--- src/rtl/mspid_pkg.sv ---
// Shared types and constants for the motor speed PID controller.
// Depends on nothing; imported by the controller top level.
package mspid_pkg;

	// Configuration register indexes.
	localparam logic [2:0] REG_PROP_GAIN     = 3'd0;
	localparam logic [2:0] REG_INTEGRAL_GAIN = 3'd1;
	localparam logic [2:0] REG_DERIV_GAIN    = 3'd2;
	localparam logic [2:0] REG_WHEEL_RADIUS  = 3'd3;
	localparam logic [2:0] REG_PWM_SCALE     = 3'd4;

	// Opcodes.
	localparam logic OP_TICK    = 1'b0;
	localparam logic OP_DISABLE = 1'b1;

	// Register reset values.
	localparam logic [15:0] RADIUS_RESET    = 16'd6554;
	localparam logic [11:0] PWM_SCALE_RESET = 12'd170;

	// Fixed-point thresholds. Speed is Q3.12, integral is Q16.16.
	localparam int SPEED_LIMIT    = 8192;     // 2.0 m/s
	localparam int INTEGRAL_LIMIT = 1572864;  // 24.0
	localparam int STILL_LIMIT    = 4;        // |speed| below 0.001 m/s
	localparam int NEAR_ZERO      = 40;       // |value| below 0.01 m/s
	localparam int MS_PER_SEC     = 1000;
	localparam int DUTY_MAX       = 255;
	localparam int DIV_STEPS      = 32;

	// ceil(2^40 / 1000): exact floor division by 1000 for dividends below 2^30.
	localparam logic [30:0] RECIP_MS = 31'd1099511628;

	typedef enum logic [4:0] {
		S_IDLE,
		S_SPD,
		S_SPD_W,
		S_IMUL,
		S_IDIV_LD,
		S_IRCP_HI,
		S_IRCP_LO,
		S_IRCP_ACC,
		S_IDIV_END,
		S_DMUL,
		S_DDIV_LD,
		S_DDIV,
		S_DDIV_END,
		S_MKP,
		S_MKI,
		S_MKD,
		S_SUM,
		S_VOLT,
		S_DUTY,
		S_FIN
	} state_t;

endpackage

--- src/rtl/motor_speed_pid_with_reversal.sv ---
// Speed PID controller with guarded direction reversal: one shared multiplier,
// which also divides by 1000 through a reciprocal, and one radix-2 divider
// sequenced by a small state machine. Depends on mspid_pkg.
//
// Sequencing: a control tick with nonzero elapsed time runs the integral step
// and the 32-step derivative division; with zero elapsed time it skips both,
// and a disable goes straight to the final step. The block is ready again on the
// cycle after the result is registered, so it takes no new item before the last
// is through; the last step also waits while the previous result is not taken.
// Reset (arst_n low) loads register defaults and clears all controller state.
module motor_speed_pid_with_reversal
	import mspid_pkg::*;
(
	input  logic               clk,
	input  logic               arst_n,
	input  logic               cfg_we,
	input  logic [2:0]         cfg_idx,
	input  logic [15:0]        cfg_wdata,
	input  logic               in_valid,
	output logic               in_ready,
	input  logic               opcode,
	input  logic [9:0]         elapsed_ms,
	input  logic signed [15:0] wheel_rate,
	input  logic signed [15:0] target_speed,
	input  logic               latch_level,
	output logic               out_valid,
	input  logic               out_ready,
	output logic [7:0]         pwm_duty,
	output logic               reverse_dir,
	output logic signed [15:0] drive_volts,
	output logic signed [15:0] measured_speed
);

	state_t state_q, state_d;

	// Configuration.
	logic [15:0] kp_q, ki_q, kd_q, radius_q;
	logic [11:0] pwm_scale_q;

	// Controller state.
	logic signed [15:0] prev_speed_q;
	logic signed [31:0] error_integral_q;
	logic signed [16:0] prev_error_q;
	logic               dir_backward_q;
	logic               committed_neg_q;

	// Captured item and working registers.
	logic               opc_q;
	logic [9:0]         elapsed_q;
	logic signed [15:0] rate_q, target_q;
	logic               latch_q;
	logic signed [15:0] speed_q;
	logic signed [16:0] err_q;
	logic signed [31:0] integ_q;
	logic signed [28:0] deriv_q;
	logic signed [51:0] acc_q;
	logic signed [15:0] volts_q;
	logic signed [49:0] prod_q;

	// Divider.
	logic [9:0]  div_rem_q, div_dvsr_q;
	logic [31:0] div_quo_q;
	logic        div_neg_q;
	logic [4:0]  div_cnt_q;
	logic [29:0] rnum_q;

	// Output register.
	logic               out_valid_q;
	logic [7:0]         pwm_duty_q;
	logic               reverse_dir_q;
	logic signed [15:0] drive_volts_q, measured_speed_q;

	// Shared multiplier operands.
	logic signed [16:0] mul_a;
	logic signed [32:0] mul_b;

	logic in_acc, out_free;
	assign in_acc   = in_valid && in_ready;
	assign out_free = !out_valid_q || out_ready;

	// Speed from the wheel rate, with the plausibility check.
	logic signed [37:0] speed_raw;
	logic               speed_ok;
	logic signed [15:0] speed_sel;
	logic signed [16:0] err_w;
	assign speed_raw = prod_q[49:12];
	assign speed_ok  = (speed_raw <= 38'(SPEED_LIMIT)) && (speed_raw >= -38'(SPEED_LIMIT));
	assign speed_sel = speed_ok ? speed_raw[15:0] : prev_speed_q;
	assign err_w     = {target_q[15], target_q} - {speed_sel[15], speed_sel};

	// Magnitudes used by the thresholds.
	logic [15:0]        speed_mag;
	logic signed [16:0] tgt_ext, volts_ext;
	logic [16:0]        tgt_mag, volts_mag;
	logic signed [32:0] eint_ext;
	logic [32:0]        eint_mag;
	logic signed [17:0] err_diff;
	assign speed_mag = speed_q[15] ? 16'(-speed_q) : speed_q;
	assign tgt_ext   = {target_q[15], target_q};
	assign tgt_mag   = tgt_ext[16] ? 17'(-tgt_ext) : tgt_ext;
	assign volts_ext = {volts_q[15], volts_q};
	assign volts_mag = volts_ext[16] ? 17'(-volts_ext) : volts_ext;
	assign eint_ext  = {error_integral_q[31], error_integral_q};
	assign eint_mag  = eint_ext[32] ? 33'(-eint_ext) : eint_ext;
	assign err_diff  = {err_q[16], err_q} - {prev_error_q[16], prev_error_q};

	logic integ_gate, integ_clear, near_still;
	assign integ_gate  = eint_mag <= 33'(INTEGRAL_LIMIT);
	assign integ_clear = (speed_mag <= 16'(STILL_LIMIT)) || (tgt_mag <= 17'(NEAR_ZERO));
	assign near_still  = speed_mag <= 16'(NEAR_ZERO);

	// Divider step: shift one dividend bit into the remainder and try a subtract.
	logic [11:0]        div_trial;
	logic               div_ge;
	logic [49:0]        prod_mag;
	logic signed [32:0] div_qmag, div_q;
	assign div_trial = {1'b0, div_rem_q, div_quo_q[31]} - {2'b00, div_dvsr_q};
	assign div_ge    = !div_trial[11];
	assign prod_mag  = prod_q[49] ? 50'(-prod_q) : prod_q;
	assign div_qmag  = {1'b0, div_quo_q};
	// Floor division: a negative dividend with a remainder rounds one further down.
	assign div_q = div_neg_q ? (-div_qmag - 33'(div_rem_q != 10'd0)) : div_qmag;

	// Integral step divided by 1000: the accumulated reciprocal product shifted
	// down by 40. A negative dividend was biased by 999 so that it rounds down.
	logic [21:0]        rcp_mag;
	logic signed [31:0] rcp_quo;
	assign rcp_mag = acc_q[46:25];
	assign rcp_quo = div_neg_q ? -$signed({10'd0, rcp_mag}) : $signed({10'd0, rcp_mag});

	// Volts and duty.
	logic signed [35:0] acc_sh;
	logic signed [15:0] volts_sat;
	logic [7:0]         duty_w;
	assign acc_sh = acc_q[51:16];
	always_comb begin
		if (acc_sh > 36'sd32767) begin
			volts_sat = 16'sh7FFF;
		end else if (acc_sh < -36'sd32768) begin
			volts_sat = 16'sh8000;
		end else begin
			volts_sat = acc_sh[15:0];
		end
	end
	assign duty_w = (prod_q[49:20] != 30'd0) ? 8'(DUTY_MAX) : prod_q[19:12];

	// Sign change handling.
	logic volts_neg, volts_pos, flip, new_dir, dir_next, cn_next;
	assign volts_neg = volts_q[15];
	assign volts_pos = !volts_q[15] && (volts_q != 16'sd0);
	assign flip      = (volts_neg && !committed_neg_q) || (volts_pos && committed_neg_q);
	assign new_dir   = volts_neg;
	always_comb begin
		dir_next = dir_backward_q;
		cn_next  = committed_neg_q;
		if (flip && near_still) begin
			dir_next = new_dir;
			if (latch_q == new_dir) begin
				cn_next = new_dir;
			end
		end
	end

	// Next state.
	always_comb begin
		state_d = state_q;
		unique case (state_q)
			S_IDLE: begin
				if (in_acc) begin
					state_d = (opcode == OP_DISABLE) ? S_FIN : S_SPD;
				end
			end
			S_SPD:      state_d = S_SPD_W;
			S_SPD_W:    state_d = (elapsed_q == 10'd0) ? S_MKP : S_IMUL;
			S_IMUL:     state_d = S_IDIV_LD;
			S_IDIV_LD:  state_d = S_IRCP_HI;
			S_IRCP_HI:  state_d = S_IRCP_LO;
			S_IRCP_LO:  state_d = S_IRCP_ACC;
			S_IRCP_ACC: state_d = S_IDIV_END;
			S_IDIV_END: state_d = S_DMUL;
			S_DMUL:     state_d = S_DDIV_LD;
			S_DDIV_LD:  state_d = S_DDIV;
			S_DDIV:     state_d = (div_cnt_q == 5'(DIV_STEPS - 1)) ? S_DDIV_END : S_DDIV;
			S_DDIV_END: state_d = S_MKP;
			S_MKP:      state_d = S_MKI;
			S_MKI:      state_d = S_MKD;
			S_MKD:      state_d = S_SUM;
			S_SUM:      state_d = S_VOLT;
			S_VOLT:     state_d = S_DUTY;
			S_DUTY:     state_d = S_FIN;
			S_FIN:      state_d = out_free ? S_IDLE : S_FIN;
			default:    state_d = S_IDLE;
		endcase
	end

	// State outputs: handshake and multiplier operand selection.
	always_comb begin
		in_ready = 1'b0;
		mul_a    = '0;
		mul_b    = '0;
		unique case (state_q)
			S_IDLE: in_ready = 1'b1;
			S_SPD: begin
				mul_a = {1'b0, radius_q};
				mul_b = {{17{rate_q[15]}}, rate_q};
			end
			S_IMUL: begin
				mul_a = {7'd0, elapsed_q};
				mul_b = {{12{err_q[16]}}, err_q, 4'd0};
			end
			S_IRCP_HI: begin
				mul_a = {2'b00, rnum_q[29:15]};
				mul_b = {2'b00, RECIP_MS};
			end
			S_IRCP_LO: begin
				mul_a = {2'b00, rnum_q[14:0]};
				mul_b = {2'b00, RECIP_MS};
			end
			S_DMUL: begin
				mul_a = 17'(MS_PER_SEC);
				mul_b = {{15{err_diff[17]}}, err_diff};
			end
			S_MKP: begin
				mul_a = {1'b0, kp_q};
				mul_b = {{12{err_q[16]}}, err_q, 4'd0};
			end
			S_MKI: begin
				mul_a = {1'b0, ki_q};
				mul_b = {integ_q[31], integ_q};
			end
			S_MKD: begin
				mul_a = {1'b0, kd_q};
				mul_b = {deriv_q, 4'd0};
			end
			// The duty product is held while the result waits for the output register.
			S_DUTY, S_FIN: begin
				mul_a = {5'd0, pwm_scale_q};
				mul_b = {16'd0, volts_mag};
			end
			default: begin
			end
		endcase
	end

	// Control, configuration and controller state.
	always_ff @(posedge clk or negedge arst_n) begin
		if (!arst_n) begin
			state_q          <= S_IDLE;
			out_valid_q      <= 1'b0;
			kp_q             <= '0;
			ki_q             <= '0;
			kd_q             <= '0;
			radius_q         <= RADIUS_RESET;
			pwm_scale_q      <= PWM_SCALE_RESET;
			prev_speed_q     <= '0;
			error_integral_q <= '0;
			prev_error_q     <= '0;
			dir_backward_q   <= 1'b0;
			committed_neg_q  <= 1'b0;
		end else begin
			state_q <= state_d;
			if (state_q == S_FIN && out_free) begin
				out_valid_q <= 1'b1;
			end else if (out_valid_q && out_ready) begin
				out_valid_q <= 1'b0;
			end
			if (cfg_we) begin
				unique case (cfg_idx)
					REG_PROP_GAIN:     kp_q        <= cfg_wdata;
					REG_INTEGRAL_GAIN: ki_q        <= cfg_wdata;
					REG_DERIV_GAIN:    kd_q        <= cfg_wdata;
					REG_WHEEL_RADIUS:  radius_q    <= cfg_wdata;
					REG_PWM_SCALE:     pwm_scale_q <= cfg_wdata[11:0];
					default: begin
					end
				endcase
			end
			if (state_q == S_FIN && out_free) begin
				if (opc_q == OP_DISABLE) begin
					prev_speed_q     <= '0;
					error_integral_q <= '0;
					prev_error_q     <= '0;
					dir_backward_q   <= 1'b0;
					committed_neg_q  <= 1'b0;
				end else begin
					prev_speed_q     <= speed_q;
					error_integral_q <= integ_q;
					prev_error_q     <= err_q;
					dir_backward_q   <= dir_next;
					committed_neg_q  <= cn_next;
				end
			end
		end
	end

	// Datapath and output payload.
	always_ff @(posedge clk) begin
		prod_q <= mul_a * mul_b;
		if (in_acc) begin
			opc_q     <= opcode;
			elapsed_q <= elapsed_ms;
			rate_q    <= wheel_rate;
			target_q  <= target_speed;
			latch_q   <= latch_level;
		end
		case (state_q)
			S_SPD_W: begin
				speed_q <= speed_sel;
				err_q   <= err_w;
				integ_q <= error_integral_q;
				deriv_q <= '0;
			end
			S_IDIV_LD: begin
				div_neg_q <= prod_q[49];
				rnum_q    <= prod_mag[29:0] + (prod_q[49] ? 30'(MS_PER_SEC - 1) : 30'd0);
			end
			S_IRCP_LO: acc_q <= {{2{prod_q[49]}}, prod_q};
			S_IRCP_ACC: acc_q <= acc_q + {17'd0, prod_q[49:15]};
			S_DDIV_LD: begin
				div_neg_q  <= prod_q[49];
				div_quo_q  <= prod_mag[31:0];
				div_rem_q  <= '0;
				div_dvsr_q <= elapsed_q;
				div_cnt_q  <= '0;
			end
			S_DDIV: begin
				div_rem_q <= div_ge ? div_trial[9:0] : {div_rem_q[8:0], div_quo_q[31]};
				div_quo_q <= {div_quo_q[30:0], div_ge};
				div_cnt_q <= div_cnt_q + 5'd1;
			end
			S_IDIV_END: begin
				if (integ_gate) begin
					integ_q <= error_integral_q + rcp_quo;
				end
			end
			S_DDIV_END: deriv_q <= div_q[28:0];
			S_MKP: begin
				if (integ_clear) begin
					integ_q <= '0;
				end
			end
			S_MKI: acc_q <= {{2{prod_q[49]}}, prod_q};
			S_MKD, S_SUM: acc_q <= acc_q + {{2{prod_q[49]}}, prod_q};
			S_VOLT: volts_q <= volts_sat;
			S_FIN: begin
				if (out_free) begin
					if (opc_q == OP_DISABLE) begin
						pwm_duty_q       <= '0;
						reverse_dir_q    <= 1'b0;
						drive_volts_q    <= '0;
						measured_speed_q <= '0;
					end else begin
						// A pending reversal holds the duty at zero.
						pwm_duty_q       <= flip ? 8'd0 : duty_w;
						reverse_dir_q    <= dir_next;
						drive_volts_q    <= volts_q;
						measured_speed_q <= speed_q;
					end
				end
			end
			default: begin
			end
		endcase
	end

	assign out_valid      = out_valid_q;
	assign pwm_duty       = pwm_duty_q;
	assign reverse_dir    = reverse_dir_q;
	assign drive_volts    = drive_volts_q;
	assign measured_speed = measured_speed_q;

	// A nonzero duty needs a nonzero drive voltage.
	assert property (@(posedge clk) disable iff (!arst_n)
		(out_valid_q && pwm_duty_q != 8'd0) |-> (drive_volts_q != 16'sd0))
		else $error("duty without drive voltage");

	// The reported speed is always a plausible one.
	assert property (@(posedge clk) disable iff (!arst_n)
		out_valid_q |-> (measured_speed_q <= 16'sd8192 && measured_speed_q >= -16'sd8192))
		else $error("measured speed out of range");

	// An accepted beat keeps the block busy on the following cycle.
	assert property (@(posedge clk) disable iff (!arst_n)
		(in_valid && in_ready) |=> !in_ready)
		else $error("input taken twice in a row");

	// The magnitude gate keeps the integral bounded.
	assert property (@(posedge clk) disable iff (!arst_n)
		(error_integral_q <= 32'sd5767168 && error_integral_q >= -32'sd5767168))
		else $error("integral escaped its bound");

endmodule
--- config.mk ---
export PLATFORM = sky130hd
export DESIGN_NAME = motor_speed_pid_with_reversal
export DESIGN_NICKNAME = d
export VERILOG_FILES = /design/src/rtl/mspid_pkg.sv /design/src/rtl/motor_speed_pid_with_reversal.sv
export SDC_FILE = /design/constraint.sdc
export NUM_CORES = 2
export LEC_CHECK = 0
export ABC_AREA = 1
export BUFFER_PORTS_ARGS = -buffer_cell sky130_fd_sc_hd__buf_2
export CAP_MARGIN = 20
export CELL_PAD_IN_SITES_DETAIL_PLACEMENT = 1
export CELL_PAD_IN_SITES_GLOBAL_PLACEMENT = 1
export CORE_MARGIN = 10
export CORE_UTILIZATION = 44
export DETAILED_ROUTE_END_ITERATION = 8
export PLACE_DENSITY = 0.85
export REMOVE_ABC_BUFFERS = 1
export SYNTH_ARGS = -nofsm -noshare
export SYNTH_HDL_FRONTEND = slang
export SYNTH_SLANG_ARGS = --single-unit
--- constraint.sdc ---
create_clock -name clk -period 8 [get_ports clk]
set_input_delay 2.4 -clock clk [delete_from_list [all_inputs] [get_ports clk]]
set_output_delay 2.4 -clock clk [all_outputs]
set_load 0.01 [all_outputs]
==> results.md <==
- Result of the run: finished clean
- Mean Syn Cell Area: 7.72 um2
- Crit-path most repeated cell: fa_1
- Slowest cell on crit path: fa_1
- Port-buffer cells: 110
- Register area share after synthesis: 27.1%
- Final nets: 8191
- Later-pin clock latency in the skew report: 680 ps
- Clk sinks: 534
- Psw: 16.1 mW
- Async SR Flop Fraction: 27.9%
- Final worst path period need: 7830 ps
- Via count: 51.6k
- FF-to-FF path depth: 30
- Area delta synth->final: 12.5%
- # DRC: 0
- Worst Path Arrival: 8360 ps
- Max Cap Violations: 0
- Routed wire per std cell: 25.0 um
- Dominant synthesized flop cell: edfxtp_1
- DR iter-0 viols: 4561
- CTS tree: built
- Vias per std cell: 5.72
- Clock power share: 10.9%
- Sw frac: 55.6%
- Pleak: 30.4 nW
- Initial antenna violation count: 6
- Worst hold path type: reg2reg
- WP buf/inv: 9
- CTS Buffer Depth: 3
- Num CTS Buffers: 68
- Hold-critical path depth: 2
- Initial core utilization: 44.2%
- Cell internal pwr: 12.9 mW
- Comb power frac: 71.3%
- Hold Violations, Final: 0
- Clock transition at the registers of the reported paths: 60 ps
- Largest delay contributor family on the critical path: adder cells
- Crit path required time: 8530 ps
- Critical Path End Type: register
- Chip Height: 372 um
- IO Pins: 111
- Worst-margin pin slew: 1200 ps
- Fmax: 0.128 GHz
- Post-Synthesis Cells: 7079
- Slew headroom: 19.4%
- GRT Total Usage: 32.0%
- Worst path depth: 30
- Seq cells post-synth: 534
- Largest net degree at the start of global routing: 88
- Crit-path max cell delay: 590 ps
- Core area: 123000 um2
- Share of cells above drive strength 1: 9.71%
- Kind of critical path: reg2reg
- Htree depth: 3
- Crit share post-route: 97.8%
- # hold bufs at CTS: 0
- Post-DP HPWL: 184000 um
- Slew Viols, Final: 0
- Total grt overflow: 0
- Post-synth EDFFs: 335
- Ys Warns: 0
- RSZ-0062 raised after global routing: true
- Synth unique cells: 73
- Setup violators final: 0
- Seq pwr share: 17.8%
- Drt pass-1 iters: 5
- Die Wd: 372 um
- Pwr/cell area: 472 nW/um2
- Antenna viol nets, final: 0
- Mapped Area: 54600 um2
- Clock skew: 40.9 ps
- Total negative slack: 0 ps
- Worst setup SP type: register
- VDD IR max: 0.238 mV
- First-pass GRT wire length: 336000 um
- Routability congestion estimate: 1.00
- Worst Path Max Fanout: 7
- FP Rows: 129
- Number of global-route vias before repair: 54.5k
- Die area: 139000 um2
- Final Power: 29.0 mW
- Detailed Route WL: 226000 um
- Root buf cell: clkbuf_16
-- cells in the final DEF (no fill, tap or decap), types with 14 or more instances in the layout --
master	Yosys	layout
a21boi_0	18	15
a21o_1	26	26
a21oi_1	311	297
a21oi_2	3	15
a221oi_1	19	17
a22o_1	21	21
a22oi_1	14	14
a31oi_1	27	26
buf_12	1	26
buf_2	91	109
buf_4	16	230
clkbuf_16	0	69
dfrtp_1	138	138
dfxtp_1	50	49
edfxtp_1	335	335
fa_1	508	507
ha_1	288	278
inv_1	1399	1390
inv_2	26	28
nand2_1	1662	1649
nand2_2	10	23
nand3_1	318	312
nand3b_1	16	16
nand4_1	92	92
nor2_1	629	597
nor2_2	15	30
nor2_4	4	21
nor3_1	73	66
nor4_1	20	17
o21ai_0	492	483
o21bai_1	34	33
or2_2	14	14
xnor2_1	66	66
xor2_1	109	107
-- registers in the layout, indices dropped and copies added (netlist names), 10 cells and up --
register and count:
pwm_scale_q 12, rnum_q 30, rate_q 16, volts_q 16, drive_volts 16, div_quo_q 32, speed_q 16, deriv_q 29
prev_error_q 17, radius_q 16, ki_q 16, prev_speed_q 16, kd_q 16, integ_q 32, elapsed_q 10, error_integral_q 32
target_q 16, measured_speed 16, prod_q 50, div_rem_q 10, div_dvsr_q 10, err_q 17, kp_q 16, acc_q 52
-- worst register-to-register path, delay by kind of cell, from the launching register on --
family,cells,cell delay [ps]
simple gates,12,2090
buf+inv,9,1120
xor+xnor,1,200
compound gates,1,190
flops,1,470
fa+ha+maj,7,3630
-- final timing paths --
| check | startpoint | endpoint | slack, ps |
|---|---|---|---|
| max in group asynchronous | arst_n | kp_q[13]$_DFFE_PN0P_ | 4960 |
| max reg2reg | state_q[3]$_DFFE_PN0P_ | prod_q[46]$_DFF_P_ | 170 |
| min | prev_speed_q[12]$_DFFE_PN0P_ | prev_speed_q[12]$_DFFE_PN0P_ | 470 |
| max | state_q[3]$_DFFE_PN0P_ | prod_q[46]$_DFF_P_ | 170 |
| min reg2reg | prev_speed_q[12]$_DFFE_PN0P_ | prev_speed_q[12]$_DFFE_PN0P_ | 470 |
| min in group asynchronous | arst_n | prev_speed_q[1]$_DFFE_PN0P_ | 1700 |
-- Yosys cell counts (all sizes together), types with 109 or more instances --
master  number  area (um2)
dfrtp      138        3450
edfxtp     335       10100
a21oi      314        1580
o21ai      500        2520
nand3      327        1690
fa         508       10200
buf        115         667
xor2       109         955
nand2     1673        6310
nor2       648        2500
inv       1425        5350
ha         288        3600
-- kinds of logic after synthesis --
logic type | after synthesis | synth area share (%)
AND/OR/NAND/NOR | 2891 | 22.3
XOR/XNOR | 175 | 2.81
AO/OA/AOI/OAI | 1054 | 11.0
buffers and inverters | 1629 | 11.6
adder cells (fa/ha/maj) | 796 | 25.2
flip-flops | 534 | 27.1
-- metrics by stage --
stage | area (um2) | instances | setup WS, ps | util (%) | hold WS, ps
floorplan | 53600 | 6878 | -821 | - | 426
global placement | 58200 | 8850 | -146 | 47.2 | 451
detailed placement | 58300 | 8852 | -141 | 47.2 | 461
CTS | 60600 | 8982 | 4.79 | 49.1 | 475
global route | 61400 | 9020 | -98.0 | 49.8 | 503
finish | 61400 | 9020 | 174 | 49.8 | 472
-- power by group through the flow --
stage | Combinational [mW] | Clock [mW] | Sequential [mW]
after detailed placement | 19.5 | 0 | 5.15
after CTS | 19.8 | 3.19 | 5.11
after global placement | 18.7 | 0 | 5.11
after global routing | 22.6 | 3.31 | 5.19
after floorplan | 11.8 | 0 | 4.68
final | 20.7 | 3.16 | 5.16
-- layout make-up --
type,instances,area (um2)
antenna,1,2.50
inverter,1428,5380
clock buffer,85,1810
timing repair buffer,378,2980
multi-input combinational,4916,34000
sequential,534,14800
fill,15300,62000
timing repair inverter,1,7.51
clock inverter,40,408
tap,1637,2050
-- what timing repair did --
| action | CTS | global route |
|---|---|---|
| setup buffers | 5 | 32 |
| pin swaps | 4 | 24 |
| gates cloned | 0 | 2 |
| setup endpoints to repair | 22 | 31 |
| resized for setup | 16 | 128 |
-- layer usage --
metal  track usage [%]  part of all wire [%]
met3              5.31                   7.5
met2              52.9                    47
met4              15.1                   5.2
met5                 0                0.0040
met1              40.6                    40
Power figures use the tool's default switching activity.
